### src/rtl/bpr_pkg.sv
// Shared types, constants and the CRC16-MODBUS byte step of the packet receiver.
package bpr_pkg;

	// Size of one payload bank in bytes; frames longer than this are dropped
	localparam int BUFFER_BYTES = 1024;
	// Frame length counter width: holds BUFFER_BYTES itself
	localparam int LEN_W        = $clog2(BUFFER_BYTES + 1);
	// Payload bytes kept for command decoding
	localparam int LEAD_BYTES   = 6;
	localparam int PB_W         = 10;
	localparam int CFG_IDX_W    = 3;

	localparam logic [15:0] CRC_INIT = 16'hFFFF;
	localparam logic [15:0] CRC_POLY = 16'hA001;

	// Configuration register indexes
	localparam logic [CFG_IDX_W-1:0] CFG_HEADER    = 3'd0;
	localparam logic [CFG_IDX_W-1:0] CFG_OP_INFO   = 3'd1;
	localparam logic [CFG_IDX_W-1:0] CFG_OP_CHUNK  = 3'd2;
	localparam logic [CFG_IDX_W-1:0] CFG_OP_START  = 3'd3;
	localparam logic [CFG_IDX_W-1:0] CFG_OP_FW     = 3'd4;

	typedef enum logic [2:0] {
		PH_IDLE   = 3'd0,
		PH_CRC_HI = 3'd1,
		PH_CRC_LO = 3'd2,
		PH_LEN_HI = 3'd3,
		PH_LEN_LO = 3'd4,
		PH_DATA   = 3'd5
	} phase_t;

	typedef enum logic [1:0] {
		ST_OK       = 2'd0,
		ST_INTERNAL = 2'd1,
		ST_BAD_LEN  = 2'd2,
		ST_UNKNOWN  = 2'd3
	} status_t;

	typedef struct packed {
		logic [7:0] header_byte;
		logic [7:0] op_get_info;
		logic [7:0] op_set_chunk;
		logic [7:0] op_set_start;
		logic [7:0] op_fw_data;
	} cfg_t;

	// Completed frame handed from the parser to the executor
	typedef struct packed {
		logic                            done;
		logic [7:0]                      cmd;
		logic [LEAD_BYTES-1:0][7:0]      lead;
		logic [LEN_W-1:0]                len;
		logic                            crc_ok;
	} frame_t;

	typedef struct packed {
		logic [7:0]      frame_cmd;
		status_t         status;
		logic            crc_ok;
		logic [15:0]     chunk_size_now;
		logic [15:0]     chunk_count_now;
		logic [31:0]     flash_start_now;
		logic [PB_W-1:0] payload_bytes;
	} result_t;

	// Fold one byte into a reflected CRC16-MODBUS
	function automatic logic [15:0] crc_feed(input logic [15:0] crc, input logic [7:0] b);
		logic [15:0] c;
		c = crc ^ {8'h00, b};
		for (int k = 0; k < 8; k++) begin
			if (c[0])
				c = (c >> 1) ^ CRC_POLY;
			else
				c = c >> 1;
		end
		return c;
	endfunction

endpackage

### src/rtl/bpr_byte_if.sv
// Received byte channel: valid, ready and one byte.
interface bpr_byte_if;
	logic       valid;
	logic       ready;
	logic [7:0] rx_byte;

	modport source (output valid, output rx_byte, input ready);
	modport sink   (input valid, input rx_byte, output ready);
endinterface

### src/rtl/bpr_result_if.sv
// Frame result channel: valid, ready and the status of one completed frame.
interface bpr_result_if;
	logic        valid;
	logic        ready;
	logic [7:0]  frame_cmd;
	logic [1:0]  status;
	logic        crc_ok;
	logic [15:0] chunk_size_now;
	logic [15:0] chunk_count_now;
	logic [31:0] flash_start_now;
	logic [9:0]  payload_bytes;

	modport source (output valid, output frame_cmd, output status, output crc_ok,
		output chunk_size_now, output chunk_count_now, output flash_start_now,
		output payload_bytes, input ready);
	modport sink   (input valid, input frame_cmd, input status, input crc_ok,
		input chunk_size_now, input chunk_count_now, input flash_start_now,
		input payload_bytes, output ready);
endinterface

### src/rtl/bpr_parser.sv
// Frame parser: header, CRC and length fields, command and leading payload, running CRC.
module bpr_parser (
	input  logic            clk,
	input  logic            arst_n,
	input  logic            take,
	input  logic [7:0]      rx_byte,
	input  logic [7:0]      header_byte,
	output bpr_pkg::frame_t frame
);
	import bpr_pkg::*;

	phase_t                     phase_q, phase_nx;
	logic [7:0]                 crc_hi_q;
	logic [15:0]                rx_crc_q;
	logic [7:0]                 len_hi_q;
	logic [LEN_W-1:0]           len_q;
	logic [LEN_W-1:0]           pos_q;
	logic [LEN_W-1:0]           pos_inc;
	logic [7:0]                 cmd_q;
	logic [15:0]                crc_q;
	logic [15:0]                crc_nx;
	logic [LEAD_BYTES-1:0][7:0] lead_q, lead_nx;
	logic [15:0]                len_full;
	logic                       len_ok;
	logic                       last_byte;

	// Per-phase strobes
	logic start, cap_crc_hi, cap_crc_lo, cap_len_hi, cap_len_lo, in_data;

	assign len_full  = {len_hi_q, rx_byte};
	assign len_ok    = (len_full != 16'd0) && (len_full <= 16'(BUFFER_BYTES));
	assign pos_inc   = pos_q + LEN_W'(1);
	assign last_byte = (pos_inc == len_q);
	assign crc_nx    = crc_feed(crc_q, rx_byte);

	// Next phase
	always_comb begin
		phase_nx = phase_q;
		if (take) begin
			unique case (phase_q)
				PH_IDLE:   phase_nx = (rx_byte == header_byte) ? PH_CRC_HI : PH_IDLE;
				PH_CRC_HI: phase_nx = PH_CRC_LO;
				PH_CRC_LO: phase_nx = PH_LEN_HI;
				PH_LEN_HI: phase_nx = PH_LEN_LO;
				PH_LEN_LO: phase_nx = len_ok ? PH_DATA : PH_IDLE;
				PH_DATA:   phase_nx = last_byte ? PH_IDLE : PH_DATA;
				default:   phase_nx = PH_IDLE;
			endcase
		end
	end

	// Capture strobes per phase
	always_comb begin
		start      = 1'b0;
		cap_crc_hi = 1'b0;
		cap_crc_lo = 1'b0;
		cap_len_hi = 1'b0;
		cap_len_lo = 1'b0;
		in_data    = 1'b0;
		if (take) begin
			unique case (phase_q)
				PH_IDLE:   start      = (rx_byte == header_byte);
				PH_CRC_HI: cap_crc_hi = 1'b1;
				PH_CRC_LO: cap_crc_lo = 1'b1;
				PH_LEN_HI: cap_len_hi = 1'b1;
				PH_LEN_LO: cap_len_lo = 1'b1;
				PH_DATA:   in_data    = 1'b1;
				default:   start      = 1'b0;
			endcase
		end
	end

	// Leading payload as it stands after this byte
	always_comb begin
		for (int i = 0; i < LEAD_BYTES; i++) begin
			lead_nx[i] = (in_data && pos_q == LEN_W'(i + 1)) ? rx_byte : lead_q[i];
		end
	end

	// Hold parser state
	always_ff @(posedge clk or negedge arst_n) begin
		if (!arst_n) begin
			phase_q  <= PH_IDLE;
			crc_hi_q <= '0;
			rx_crc_q <= '0;
			len_hi_q <= '0;
			len_q    <= '0;
			pos_q    <= '0;
			cmd_q    <= '0;
			crc_q    <= CRC_INIT;
			lead_q   <= '0;
		end else begin
			phase_q <= phase_nx;
			if (start) begin
				pos_q <= '0;
				crc_q <= CRC_INIT;
			end
			if (cap_crc_hi)
				crc_hi_q <= rx_byte;
			if (cap_crc_lo)
				rx_crc_q <= {crc_hi_q, rx_byte};
			if (cap_len_hi)
				len_hi_q <= rx_byte;
			if (cap_len_lo)
				len_q <= len_full[LEN_W-1:0];
			if (in_data) begin
				crc_q  <= crc_nx;
				pos_q  <= pos_inc;
				lead_q <= lead_nx;
				if (pos_q == '0)
					cmd_q <= rx_byte;
			end
		end
	end

	// Hand the completed frame to the executor
	always_comb begin
		frame.done   = in_data && last_byte;
		frame.cmd    = (pos_q == '0) ? rx_byte : cmd_q;
		frame.lead   = lead_nx;
		frame.len    = len_q;
		frame.crc_ok = (crc_nx == rx_crc_q);
	end

endmodule

### src/rtl/bpr_exec.sv
// Command executor: chunk and address registers, status decode and the result register.
module bpr_exec (
	input  logic             clk,
	input  logic             arst_n,
	input  bpr_pkg::frame_t  frame,
	input  bpr_pkg::cfg_t    cfg,
	input  logic             res_taken,
	output bpr_pkg::result_t res,
	output logic             res_valid
);
	import bpr_pkg::*;

	logic [15:0] size_q, size_nx;
	logic [15:0] count_q, count_nx;
	logic [31:0] start_q, start_nx;
	logic        ready_q, ready_nx;
	status_t     status;
	logic [15:0] p01, p23, p45;
	logic        short_frame;
	logic        res_valid_q;
	result_t     res_s1;

	assign p01         = {frame.lead[0], frame.lead[1]};
	assign p23         = {frame.lead[2], frame.lead[3]};
	assign p45         = {frame.lead[4], frame.lead[5]};
	assign short_frame = frame.len < LEN_W'(5);

	// Decode the command; first matching code wins
	always_comb begin
		size_nx  = size_q;
		count_nx = count_q;
		start_nx = start_q;
		ready_nx = ready_q;
		status   = ST_UNKNOWN;
		priority if (frame.cmd == cfg.op_get_info) begin
			status = ST_OK;
		end else if (frame.cmd == cfg.op_set_chunk) begin
			if (short_frame) begin
				status = ST_BAD_LEN;
			end else begin
				size_nx  = p01;
				count_nx = p23;
				ready_nx = (p01 != 16'd0) && (p01 <= 16'(BUFFER_BYTES));
				status   = ready_nx ? ST_OK : ST_INTERNAL;
			end
		end else if (frame.cmd == cfg.op_set_start) begin
			if (short_frame) begin
				status = ST_BAD_LEN;
			end else begin
				start_nx = {p01, p23};
				if (frame.len >= LEN_W'(7) && p45 != 16'd0)
					size_nx = p45;
				status = ST_OK;
			end
		end else if (frame.cmd == cfg.op_fw_data) begin
			if (!ready_q)
				status = ST_INTERNAL;
			else if (16'(frame.len) - 16'd1 > size_q)
				status = ST_BAD_LEN;
			else
				status = ST_OK;
		end else begin
			status = ST_UNKNOWN;
		end
	end

	// Update registers and load the result on a completed frame
	always_ff @(posedge clk or negedge arst_n) begin
		if (!arst_n) begin
			size_q      <= '0;
			count_q     <= '0;
			start_q     <= '0;
			ready_q     <= 1'b0;
			res_valid_q <= 1'b0;
		end else begin
			if (frame.done) begin
				size_q      <= size_nx;
				count_q     <= count_nx;
				start_q     <= start_nx;
				ready_q     <= ready_nx;
				res_valid_q <= 1'b1;
			end else if (res_taken) begin
				res_valid_q <= 1'b0;
			end
		end
	end

	// Result payload
	always_ff @(posedge clk) begin
		if (frame.done) begin
			res_s1.frame_cmd       <= frame.cmd;
			res_s1.status          <= status;
			res_s1.crc_ok          <= frame.crc_ok;
			res_s1.chunk_size_now  <= size_nx;
			res_s1.chunk_count_now <= count_nx;
			res_s1.flash_start_now <= start_nx;
			res_s1.payload_bytes   <= PB_W'(frame.len - LEN_W'(1));
		end
	end

	assign res       = res_s1;
	assign res_valid = res_valid_q;

endmodule

### src/rtl/bootloader_packet_receiver_unit.sv
// Top level of the bootloader packet receiver: configuration registers, parser and executor.
//
//  channel | dir | handshake       | payload
//  rx      | in  | valid / ready   | rx_byte[7:0]
//  res     | out | valid / ready   | frame_cmd, status, crc_ok, chunk_size_now,
//          |     |                 | chunk_count_now, flash_start_now, payload_bytes
//  cfg     | in  | cfg_we          | cfg_index[2:0], cfg_wdata[7:0]
//
// One byte is taken per cycle; the result of a frame is in the result register the
// cycle after its last byte. Byte intake stalls only while a result sits unread and
// res.ready is low. Reset clears parser, chunk registers and configuration to defaults.
module bootloader_packet_receiver_unit (
	input  logic                            clk,
	input  logic                            arst_n,
	bpr_byte_if.sink                        rx,
	bpr_result_if.source                    res,
	input  logic                            cfg_we,
	input  logic [bpr_pkg::CFG_IDX_W-1:0]   cfg_index,
	input  logic [7:0]                      cfg_wdata
);
	import bpr_pkg::*;

	cfg_t    cfg_q;
	frame_t  frame;
	result_t result;
	logic    res_valid;
	logic    take;
	logic    res_taken;

	// Accept a byte unless a result waits unread, so that it cannot be overwritten
	assign rx.ready  = !res_valid || res.ready;
	assign take      = rx.valid && rx.ready;
	assign res_taken = res_valid && res.ready;

	// Configuration writes
	always_ff @(posedge clk or negedge arst_n) begin
		if (!arst_n) begin
			cfg_q.header_byte  <= 8'd126;
			cfg_q.op_get_info  <= 8'd1;
			cfg_q.op_set_chunk <= 8'd2;
			cfg_q.op_set_start <= 8'd3;
			cfg_q.op_fw_data   <= 8'd4;
		end else if (cfg_we) begin
			unique case (cfg_index)
				CFG_HEADER:   cfg_q.header_byte  <= cfg_wdata;
				CFG_OP_INFO:  cfg_q.op_get_info  <= cfg_wdata;
				CFG_OP_CHUNK: cfg_q.op_set_chunk <= cfg_wdata;
				CFG_OP_START: cfg_q.op_set_start <= cfg_wdata;
				CFG_OP_FW:    cfg_q.op_fw_data   <= cfg_wdata;
				default:      cfg_q              <= cfg_q;
			endcase
		end
	end

	bpr_parser u_parser (
		.clk         (clk),
		.arst_n      (arst_n),
		.take        (take),
		.rx_byte     (rx.rx_byte),
		.header_byte (cfg_q.header_byte),
		.frame       (frame)
	);

	bpr_exec u_exec (
		.clk       (clk),
		.arst_n    (arst_n),
		.frame     (frame),
		.cfg       (cfg_q),
		.res_taken (res_taken),
		.res       (result),
		.res_valid (res_valid)
	);

	// Drive the result channel
	assign res.valid           = res_valid;
	assign res.frame_cmd       = result.frame_cmd;
	assign res.status          = result.status;
	assign res.crc_ok          = result.crc_ok;
	assign res.chunk_size_now  = result.chunk_size_now;
	assign res.chunk_count_now = result.chunk_count_now;
	assign res.flash_start_now = result.flash_start_now;
	assign res.payload_bytes   = result.payload_bytes;

	// A frame completes only on an accepted byte
	a_done_on_take: assert property (@(posedge clk) disable iff (!arst_n)
		frame.done |-> take) else $error("frame completed without a byte transaction");

	// A completed frame shows up as a result next cycle
	a_done_to_result: assert property (@(posedge clk) disable iff (!arst_n)
		frame.done |=> res.valid) else $error("completed frame produced no result");

	// Hold off bytes while a result waits unread
	a_backpressure: assert property (@(posedge clk) disable iff (!arst_n)
		(res.valid && !res.ready) |-> !rx.ready) else $error("byte taken over unread result");

endmodule

### src/flat_wrapper.sv
// flat-port wrapper written by rule: the top's interface ports become plain ports
module bootloader_packet_receiver_unit_flat import bpr_pkg::*;
  (clk, arst_n, cfg_we, cfg_index, cfg_wdata, rx_valid, rx_rx_byte, rx_ready, res_valid, res_frame_cmd, res_status, res_crc_ok, res_chunk_size_now, res_chunk_count_now, res_flash_start_now, res_payload_bytes, res_ready);
  bpr_byte_if rx_i ();
  bpr_result_if res_i ();
  input  logic clk;
  input  logic arst_n;
  input  logic cfg_we;
  input  logic [bpr_pkg::CFG_IDX_W-1:0] cfg_index;
  input  logic [7:0] cfg_wdata;
  input wire logic [$bits(rx_i.valid)-1:0] rx_valid;
  input wire logic [$bits(rx_i.rx_byte)-1:0] rx_rx_byte;
  output wire logic [$bits(rx_i.ready)-1:0] rx_ready;
  output wire logic [$bits(res_i.valid)-1:0] res_valid;
  output wire logic [$bits(res_i.frame_cmd)-1:0] res_frame_cmd;
  output wire logic [$bits(res_i.status)-1:0] res_status;
  output wire logic [$bits(res_i.crc_ok)-1:0] res_crc_ok;
  output wire logic [$bits(res_i.chunk_size_now)-1:0] res_chunk_size_now;
  output wire logic [$bits(res_i.chunk_count_now)-1:0] res_chunk_count_now;
  output wire logic [$bits(res_i.flash_start_now)-1:0] res_flash_start_now;
  output wire logic [$bits(res_i.payload_bytes)-1:0] res_payload_bytes;
  input wire logic [$bits(res_i.ready)-1:0] res_ready;
  assign rx_i.valid = rx_valid;
  assign rx_i.rx_byte = rx_rx_byte;
  assign rx_ready = rx_i.ready;
  assign res_valid = res_i.valid;
  assign res_frame_cmd = res_i.frame_cmd;
  assign res_status = res_i.status;
  assign res_crc_ok = res_i.crc_ok;
  assign res_chunk_size_now = res_i.chunk_size_now;
  assign res_chunk_count_now = res_i.chunk_count_now;
  assign res_flash_start_now = res_i.flash_start_now;
  assign res_payload_bytes = res_i.payload_bytes;
  assign res_i.ready = res_ready;
  bootloader_packet_receiver_unit u_core (.clk(clk), .arst_n(arst_n), .rx(rx_i), .res(res_i), .cfg_we(cfg_we), .cfg_index(cfg_index), .cfg_wdata(cfg_wdata));
endmodule
### config.mk
export PLATFORM = sky130hd
export DESIGN_NAME = bootloader_packet_receiver_unit_flat
export DESIGN_NICKNAME = d
export VERILOG_FILES = /design/src/rtl/bpr_pkg.sv /design/src/rtl/bpr_byte_if.sv /design/src/rtl/bpr_result_if.sv /design/src/rtl/bpr_parser.sv /design/src/rtl/bpr_exec.sv /design/src/rtl/bootloader_packet_receiver_unit.sv /design/src/flat_wrapper.sv
export SDC_FILE = /design/constraint.sdc
export NUM_CORES = 1
export LEC_CHECK = 0
export BUFFER_PORTS_ARGS = -buffer_cell sky130_fd_sc_hd__buf_2
export CELL_PAD_IN_SITES_DETAIL_PLACEMENT = 1
export CELL_PAD_IN_SITES_GLOBAL_PLACEMENT = 2
export CORE_UTILIZATION = 45
export DETAILED_ROUTE_END_ITERATION = 8
export MAX_ROUTING_LAYER = met4
export PLACE_DENSITY_LB_ADDON = 0.2
export SLEW_MARGIN = 20
export SYNTH_ARGS = -nofsm -noshare
export SYNTH_HDL_FRONTEND = slang
export SYNTH_SLANG_ARGS = --single-unit
### constraint.sdc
create_clock -name clk -period 8.31 [get_ports clk]
set_clock_uncertainty 0.15 [all_clocks]
set_input_delay 0.831 -clock clk [delete_from_list [all_inputs] [get_ports clk]]
set_output_delay 0.831 -clock clk [all_outputs]
set_load 0.05 [all_outputs]
Yosys cells after proc, flatten, opt, wreduce, memory -nomap -nowiden
Cells that the tools add are included.
{ "word_totals": {"regBits": 320, "latchBits": 0, "ramBits": 0, "rom_bits": 0, "input_bits": 24, "out_inout_bits": 87, "elab_cells": 158, "mem_count": 0} }
{ "classes": {"n_addsub": 3, "multipliers": 0, "n_div": 0, "magnitude_cmp": 5, "n_eq_ne": 22, "n_shift": 0, "n_mux": 58, "bitwise_logic": 11, "n_reduce_logical": 28} }
{ "ops": {"columns": ["operator", "count"], "rows": [
  ["2-to-1 mux 16 bit", 19],
  ["2-to-1 mux 32 bit", 4],
  ["2-to-1 mux 8 bit", 7],
  ["nonzero test 16 bit", 3],
  ["== test 8 bit", 5],
  ["== test 11 x 3 -> 1 bit, second input constant", 3],
  ["<= comparator 16 x 11 -> 1 bit, second input constant", 2],
  ["NOT 2 -> 3 bit", 8],
  ["== test 11 x 2 -> 1 bit, second input constant", 2],
  ["2-to-1 mux 11 bit", 2],
  ["case mux 3 bit (6 select lines)", 1],
  ["== test 16 bit", 1],
  ["> comparator 16 bit", 1],
  ["2-to-1 mux 1 bit", 16],
  ["XOR 16 x 8 -> 16 bit", 1],
  ["2-to-1 mux 2 bit", 7],
  ["== test 3 x 2 -> 1 bit, second input constant", 4],
  ["logical AND 1 bit", 12],
  ["subtractor 11 x 1 -> 12 bit, second input constant", 1],
  ["adder 11 x 1 -> 11 bit, second input constant", 1],
  ["== test 11 x 1 -> 1 bit, second input constant", 1],
  ["== test 11 bit", 1],
  [">= comparator 11 x 3 -> 1 bit, second input constant", 1],
  ["zero test 11 bit", 1],
  ["12 further kinds", 23]
]} }

Depth between registers and ports, before layout
Gate-level depths: netlist (run 1).
{ "depth": {"depth_word": 18, "depth_mapped": 16, "depth_no_buf": 14} }

Cells and area by module
From an unflattened synthesis (run 1), not the netlist that was laid out.
{ "hier_totals": {"cells_unflattened": 1163, "area_unflattened_um2": 15761.4} }
{ "by_module_without_submodules": {"columns": ["module", "n_inst", "cells_each", "area_each_um2", "seq_area_each_um2"], "rows": [
  ["bpr_exec", 1, 519, 7357.1, 4204.0],
  ["bpr_parser", 1, 553, 6840.3, 3248.1],
  ["bootloader_packet_receiver_unit", 1, 91, 1564.0, 1014.7]
]} }

Worst setup path before layout (run 1)
Ideal clock, no wire load.
{ "synth_path": {"path_kind": "register to register", "startpoint": "reg u_core.u_parser.pos_q[2]", "endpoint": "reg u_core.u_exec.size_q[15]", "setup_time_ns": 0.306, "arrival_time_ns": 5.069, "required_time_ns": 7.854, "setup_slack_ns": 2.785, "stages_incl_launch_ff": 11, "n_path_buf": 3, "synth_period_minus_slack_ns": 5.525, "cell_sequence": "dfrtp_1 > buf_1 > nand3_1 > nor4_1 > xnor2_1 > and2_1 > nand4_1 > nor3b_1 > clkbuf_1 > clkbuf_1 > a221oi_1"} }
{ "synth_lines": {"columns": ["item", "line_no", "rtl"], "rows": [
  ["start: declaration", "bpr_parser.sv:17", "logic [LEN_W-1:0] pos_q;"],
  ["start signal: assignment", "bpr_parser.sv:108", "pos_q <= pos_inc;"],
  ["end signal: assignment", "bpr_exec.sv:77", "size_q <= size_nx;"],
  ["end: declaration", "bpr_exec.sv:13", "logic [15:0] size_q, size_nx;"]
]} }

Final worst setup path (run 1)
{ "layout_path": {"startpoint": "reg u_core.u_parser.pos_q[0]", "endpoint": "reg u_core.u_exec.start_q[11]"} }
{ "layout_via": {"elab_chain_len": 7, "elab_cells_between_ends": 15, "classes_between": "1 x add/sub; 5 x eq/ne; 6 x mux; 3 x reduce/logical"} }
{ "layout_rtl": {"columns": ["item", "line_no", "rtl"], "rows": [
  ["parallel branches: the longest is 7 deep, another holds adder 11 x 1 -> 11 bit", null, null],
  ["end signal: assignment", "bpr_exec.sv:79", "start_q <= start_nx;"],
  ["end: declaration", "bpr_exec.sv:15", "logic [31:0] start_q, start_nx;"]
]} }
Several ways; the timed one is not identified.
A chain may end at the register's enable or synchronous reset.

==> flow_summary_export.csv, run 1 <==
group,metric,value,unit
run_status,status,"complete, no violations",
clock_network,cts_setup_buffers,0,
clock_network,root_buffer,"clkbuf_16",
power_and_ir_drop,p_leak,7.84,nW
final_layout,final_common_cell,"dfrtp_1",
detailed_routing,drtPass1Iterations,7,
global_route,grt_pass1_wl,66500,µm
final_layout,nets,1412,
die,ios,111,
timing,max_slew_margin,20.5,%
synth,synth_cells,1273,
global_route,grt_usage,26.4,%
worst_setup_path,critical_path.startpoint_type,"register",
detailed_routing,wl_per_cell,23.2,µm
clock_network,cts_tree,"built",
timing,fmax,200,MHz
synth,synth_area,0.0153,mm²
global_route,grt_pass1_vias,10979,
clock_network,clk_latency,0.53,ns
clock_network,cts_inserted_buffers,37,
global_route,antenna_found_initial,3,
die,die_area,0.0346,mm²
placed_design,gp_congestion,0.859,
detailed_routing,first_iter_violations,571,
synth,ys_async_sr_fraction,73.4,%
die,die_h,186,µm
final_layout,final_layout_size_suffix_gt1_share,27.9,%
worst_setup_path,reg2reg_from,"u_core.u_parser.pos_q[0]$_DFFE_PN0P_",
timing,worst_slew_pin_slew,1.18,ns
worst_setup_path,crit_required,8.57,ns
clock_network,ctsHtreeMaxLevel,2,
synth,yosys_warnings,0,
synth,syn_nets,1319,
detailed_routing,drtAntennaViolNets,0,
power_and_ir_drop,power,5.36,mW
global_route,grt-ovfl-total,0,
worst_setup_path,reg2reg_slack,3.31,ns
timing,setup_viol,0,
synth,synth-edff-count,85,
worst_setup_path,critical_path_class,"register to register",
worst_setup_path,cp_max_fo,49,
final_layout,final_cell_mix,"dfrtp_1 (208), mux2_2 (154), buf_2 (109)",
synth,ys_seq_area_share,55.5,%
worst_hold_path,min_path_type,"primary input to async pin",
detailed_routing,drcViolationCount,0,
placed_design,dp_slack,3.07,ns
timing,fin_crit_sh,60.2,%
timing,fin_setup_tns,0,ns
timing,final-max-slew-violation-count,0,
synth,ys.flop_type,"dfrtp_1",
clock_network,holdBufCountCts,0,
flow_run,drv_cap,0,
worst_setup_path,r2r_cells,12,
timing,worst_slack,3.31,ns
final_layout,syn_to_final_growth,14.5,%
worst_setup_path,worstPathArrival,5.26,ns
placed_design,port_buffers,110,
worst_setup_path,worstReg2RegEnd,"u_core.u_exec.start_q[11]$_DFFE_PN0P_",
detailed_routing,dr_total_vias,10350,
detailed_routing,finalWirelength,42800,µm
timing,post-route-min-period,5.00,ns
worst_setup_path,crit_path_end_kind,"register",
global_route,grt_max_degree,112,
power_and_ir_drop,peakVddDrop,0.000192,V
clock_network,clk_pin_slew,0.06,ns
placed_design,hpwl,28800,µm
clock_network,clk_path_buf_depth,3,
detailed_routing,vias_per_cell,5.61,
power_and_ir_drop,p_per_area,307,mW/mm²
die,core,0.0334,mm²
die,placementRows,67,
clock_network,numClockSinks,320,
synth,yosys_register_bits,320,
timing,rsz0062_at_grt,"no",
synth,syn_area_per_cell,12.0,µm²
timing,hold_viol,0,
clock_network,ctsResizeCount,0,
synth,synth_cell_types,69,
die,die_x,186,µm
die,initial_utilization,45.6,%
[per-layer routing]
metal | GRT usage, % | vias up | share of wire (%)
met3 | 3.64 | 64 | 3.5
met2 | 41.9 | 211 | 48
met1 | 35.7 | 5338 | 47
li1 | - | 4737 | -
met4 | 6.95 | 0 | 2.2
met5 | - | - | 0
[Yosys cell counts, drive strengths merged, types with 35 or more instances]
master	count	area, µm²
a21oi	62	310
clkbuf	50	188
dfrtp	208	5200
edfxtp	85	2550
inv	81	304
mux2	166	1870
mux2i	35	354
nand2	72	273
nor2	65	244
o21ai	65	329
xnor2	48	420
xor2	50	438
[worst max-delay path, cell delays in order, from the launching register on]
cell	delay [ns]
dfrtp_1	0.48
inv_1	0.13
ha_1	0.21
nor2b_1	0.31
nand3_4	0.27
mux2i_1	0.63
xnor2_1	0.11
or4_1	0.57
nand4bb_2	0.34
buf_4	0.35
nor2b_2	0.48
buf_4	0.42
mux2_2	0.38
[metrics by stage]
| stage | utilization, % | cell area (µm²) | cells | hold WS [ns] |
|---|---|---|---|---|
| 2_1_floorplan | - | 15300 | 1273 | 0.296 |
| 6_report | 52.2 | 17500 | 1846 | 0.218 |
| 5_1_grt | 52.2 | 17500 | 1846 | 0.284 |
| 4_1_cts | 52.2 | 17500 | 1843 | 0.273 |
| 3_3_place_gp | 48.4 | 16200 | 1775 | 0.311 |
| 3_5_place_dp | 48.4 | 16200 | 1775 | 0.323 |
[cells by family (layout without fill, tap and decap cells)]
group | count (synthesis) | after routing | synth area share, %
flops | 320 | 320 | 55.5
xor+xnor | 98 | 98 | 5.63
compound gates | 214 | 214 | 9.14
other cells | 0 | 3 | 0
simple gates | 261 | 261 | 8.93
buf+inv | 157 | 279 | 4.43
fa+ha+maj | 22 | 22 | 1.80
mux | 201 | 201 | 14.6
[flip-flops by register name, indices dropped and copies added, names as in the netlist]
name                      cells
u_core.u_exec.res            85
u_core.u_parser.lead_q       48
u_core.cfg_q                 40
u_core.u_exec.start_q        32
u_core.u_exec.count_q        16
u_core.u_exec.size_q         16
u_core.u_parser.crc_q        16
u_core.u_parser.rx_crc_q     16
u_core.u_parser.len_q        11
u_core.u_parser.pos_q        11
u_core.u_parser.cmd_q         8
u_core.u_parser.crc_hi_q      8
u_core.u_parser.len_hi_q      8
u_core.u_parser.phase_q       3
u_core.u_exec.ready_q         1
u_core.u_exec.res_valid       1
[how the worst max path moves through the flow]
stage	cells after the start	slack, ns	end	startpoint
floorplan	10	2.78	u_core.u_exec.size_q[15]$_DFFE_PN0P_	u_core.u_parser.pos_q[2]$_DFFE_PN0P_
global placement	10	3.07	u_core.u_exec.count_q[15]$_DFFE_PN0P_	rx_rx_byte[5]
detailed placement	10	3.07	u_core.u_exec.ready_q$_DFFE_PN0P_	rx_rx_byte[5]
CTS	12	3.29	u_core.u_exec.start_q[6]$_DFFE_PN0P_	u_core.u_parser.pos_q[0]$_DFFE_PN0P_
global route	12	3.05	u_core.u_exec.start_q[5]$_DFFE_PN0P_	u_core.u_parser.pos_q[0]$_DFFE_PN0P_
finish	12	3.31	u_core.u_exec.start_q[11]$_DFFE_PN0P_	u_core.u_parser.pos_q[0]$_DFFE_PN0P_
[layout make-up]
class | count | area, µm²
Antenna cell | 3 | 7.51
Multi-Input combinational cell | 796 | 6140
Sequential cell | 320 | 8470
Timing Repair Buffer | 129 | 703
Tap cell | 448 | 561
Fill cell | 3496 | 16000
Clock buffer | 53 | 1090
Inverter | 82 | 308
Clock inverter | 15 | 201
[where the power goes]
group,switching (mW),internal (mW),total (mW)
clock,0.668,1.04,1.71
combinational,0.810,0.643,1.45
sequential,0.289,1.91,2.20
Power figures use the tool's default switching activity.
==> run 2: changes to the inputs <==
- ABC_AREA: not set -> 1
- CORE_UTILIZATION: 45 -> 37
- clock period: 8.31 -> 4.9 ns (I/O delays scaled with it)
==> run 2 against run 1 <==
Critical path depth is 8 higher. Utilization is 9.2 points lower. Synthesized cell count is 44% higher. Synthesized area is 3.3% higher. Largest cell class unchanged.
==> flow_summary_export.csv, run 2 <==
group,metric,value,unit
die,ios,111,
timing,fin_crit_sh,85.1,%
die,initial_utilization,37.6,%
clock_network,ctsHtreeMaxLevel,2,
detailed_routing,drtAntennaViolNets,0,
worst_setup_path,crit_path_end_kind,"register",
detailed_routing,drcViolationCount,0,
timing,worst_slack,0.729,ns
timing,post-route-min-period,4.17,ns
global_route,grt-ovfl-total,0,
worst_setup_path,crit_required,5.17,ns
detailed_routing,drtPass1Iterations,7,
final_layout,instances_no_fill,2503,
synth,yosys.area.top_type,"dfrtp_1",
detailed_routing,first_iter_violations,794,
timing,rsz0062_at_grt,"no",
final_layout,nets,1980,
clock_network,ctsResizeCount,0,
detailed_routing,dr_total_vias,12581,
final_layout,fillers,4983,
synth,ys_async_sr_fraction,73.4,%
power_and_ir_drop,peakVddDrop,0.000235,V
die,die_h,208,µm
die,placementRows,75,
final_layout,final_common_cell,"nand2_1",
flow_run,drv_cap,0,
synth,ys.flop_type,"dfrtp_1",
timing,fin_setup_tns,0,ns
synth,synth_area,0.0158,mm²
placed_design,dp_slack,0.748,ns
synth,ys_top_cells_by_area,"dfrtp_1 (33%), edfxtp_1 (16%), nand2_1 (13%), o21ai_0 (5.0%), nand3_1 (4.7%)",
global_route,antenna_found_initial,1,
placed_design,place_inst,2431,
worst_hold_path,min_path_type,"primary input to register",
synth,yosys_register_bits,320,
clock_network,clk_latency,0.57,ns
worst_setup_path,cp_max_fo,33,
synth,synth-edff-count,85,
synth,synth_cell_types,46,
die,die_x,208,µm
power_and_ir_drop,p_per_area,487,mW/mm²
worst_setup_path,critical_path.startpoint_type,"register",
global_route,grt_usage,23.3,%
worst_setup_path,critical_path_class,"register to register",
detailed_routing,vias_per_cell,5.03,
die,die_area,0.0434,mm²
timing,hold_viol,0,
synth,yosys_warnings,0,
timing,fmax,240,MHz
detailed_routing,wl_per_cell,19.0,µm
final_layout,largest_register_ffs,85,
synth,synth_cells,1830,
placed_design,gp_congestion,0.888,
placed_design,hpwl,33300,µm
clock_network,numClockSinks,320,
synth,yosysMostFrequentCell,"nand2_1",
clock_network,cts_inserted_buffers,39,
synth,ys_seq_area_share,53.7,%
final_layout,final_layout_size_suffix_gt1_share,13.7,%
timing,worst_slew_pin_slew,0.951,ns
worst_setup_path,worstPathArrival,4.44,ns
timing,fin_hold_ws,0.103,ns
global_route,grt_max_degree,122,
global_route,grt_pass1_wl,75900,µm
run_status,status,"complete, no violations",
clock_network,clk_pin_slew,0.06,ns
timing,max_slew_margin,35.9,%
placed_design,port_buffers,110,
synth,syn_nets,1876,
timing,setup_viol,0,
global_route,grt_pass1_vias,13272,
clock_network,root_buffer,"clkbuf_16",
final_layout,final_cell_mix,"nand2_1 (553), dfrtp_1 (208), inv_1 (189)",
synth,synth.top_cell.area_share,33.0,%
synth,netlist_top_cells_count,"nand2_1 (553), dfrtp_1 (208), inv_1 (189)",
clock_network,clk_path_buf_depth,3,
synth,syn_area_per_cell,8.61,µm²
detailed_routing,finalWirelength,47500,µm
die,core,0.0419,mm²
final_layout,syn_to_final_growth,14.5,%
clock_network,cts_tree,"built",
power_and_ir_drop,p_leak,8.58,nW
timing,final-max-slew-violation-count,0,
-- run 2: cell types whose count changed after synthesis, moves of 29 or more --
cell	previous run	this run
nand2_1	71	553
mux2_2	154	6
nand3_1	17	149
inv_1	81	189
o21ai_0	64	157
a21oi_1	62	27
mux2i_1	34	0
a221oi_1	33	1
and2_1	4	33
-- run 2: through the flow --
stage          utilization (%)  area (µm²)  power (mW)
2_1_floorplan                -       15800        5.34
3_3_place_gp              40.1       16800        5.97
3_5_place_dp              40.1       16800        6.08
4_1_cts                   43.0       18000        8.89
5_1_grt                   43.0       18100        9.39
6_report                  43.0       18100        8.79
-- run 2: logic make-up after synthesis --
logic type      synth area share, %
xor+xnor                       3.48
flops                          53.7
mux                           0.429
simple gates                   25.8
fa+ha+maj                      1.75
compound gates                 7.81
buf+inv                        6.99
-- run 2: critical path: stages (launching register included) --
cell,delay (ns)
dfrtp_1,0.49
inv_1,0.20
ha_1,0.17
inv_1,0.07
nor2_4,0.36
nand2_4,0.20
nand2_1,0.12
nand2_1,0.15
inv_2,0.09
nand2_1,0.05
nand2_1,0.05
nand2_1,0.08
nor2_4,0.33
nand2_2,0.34
nor2_2,0.22
nand2_2,0.06
buf_4,0.23
inv_2,0.10
nand2_2,0.33
nand2_1,0.17
o21ai_1,0.08
-- run 2: timing repair --
item / in CTS / in global routing
endpoints found under the setup margin: 0 / 0
hold buffers: 1 / 0
buffers inserted: 0 / 0
hold endpoints to repair: 82 / 0
-- run 2: where the power goes --
group | total [mW] | switching, mW | internal, mW
clock network | 2.76 | 1.14 | 1.62
logic | 2.51 | 1.60 | 0.912
registers | 3.51 | 0.328 | 3.18
-- run 2: path summary, 6_finish.rpt --
path	start	to	cells past startpoint	slack, ns
setup / recovery	u_core.u_parser.pos_q[0]$_DFFE_PN0P_	u_core.u_exec.count_q[1]$_DFFE_PN0P_	20	0.73
hold / removal	res_ready	u_core.u_exec.res_valid$_DFFE_PN0P_	4	0.10
setup reg to reg	u_core.u_parser.pos_q[0]$_DFFE_PN0P_	u_core.u_exec.count_q[1]$_DFFE_PN0P_	20	0.73
hold reg to reg	u_core.u_exec.start_q[1]$_DFFE_PN0P_	u_core.u_exec.start_q[1]$_DFFE_PN0P_	2	0.33
max in group asynchronous	arst_n	u_core.cfg_q[4]$_DFFE_PN0P_	3	3.09
min in group asynchronous	arst_n	u_core.u_parser.len_q[9]$_DFFE_PN0P_	2	0.34
-- run 2: layout make-up --
type	instances	area (µm²)	area share [%]
timing repair buffer	136	771	4.27
clock buffer	55	1110	6.13
clock inverter	15	101	0.561
tap	539	674	3.74
multi-input combinational	1242	6200	34.3
sequential	320	8470	46.9
inverter	195	732	4.05
antenna	1	2.50	0.0139
-- run 2: per-layer routing --
| metal | wire length (µm) | track usage, % | vias up |
|---|---|---|---|
| met2 | 22100 | 36.4 | 205 |
| met3 | 1620 | 3.53 | 92 |
| met1 | 22100 | 30.6 | 6148 |
| met5 | 0 | - | - |
| met4 | 1630 | 8.74 | 0 |
| li1 | - | - | 6136 |
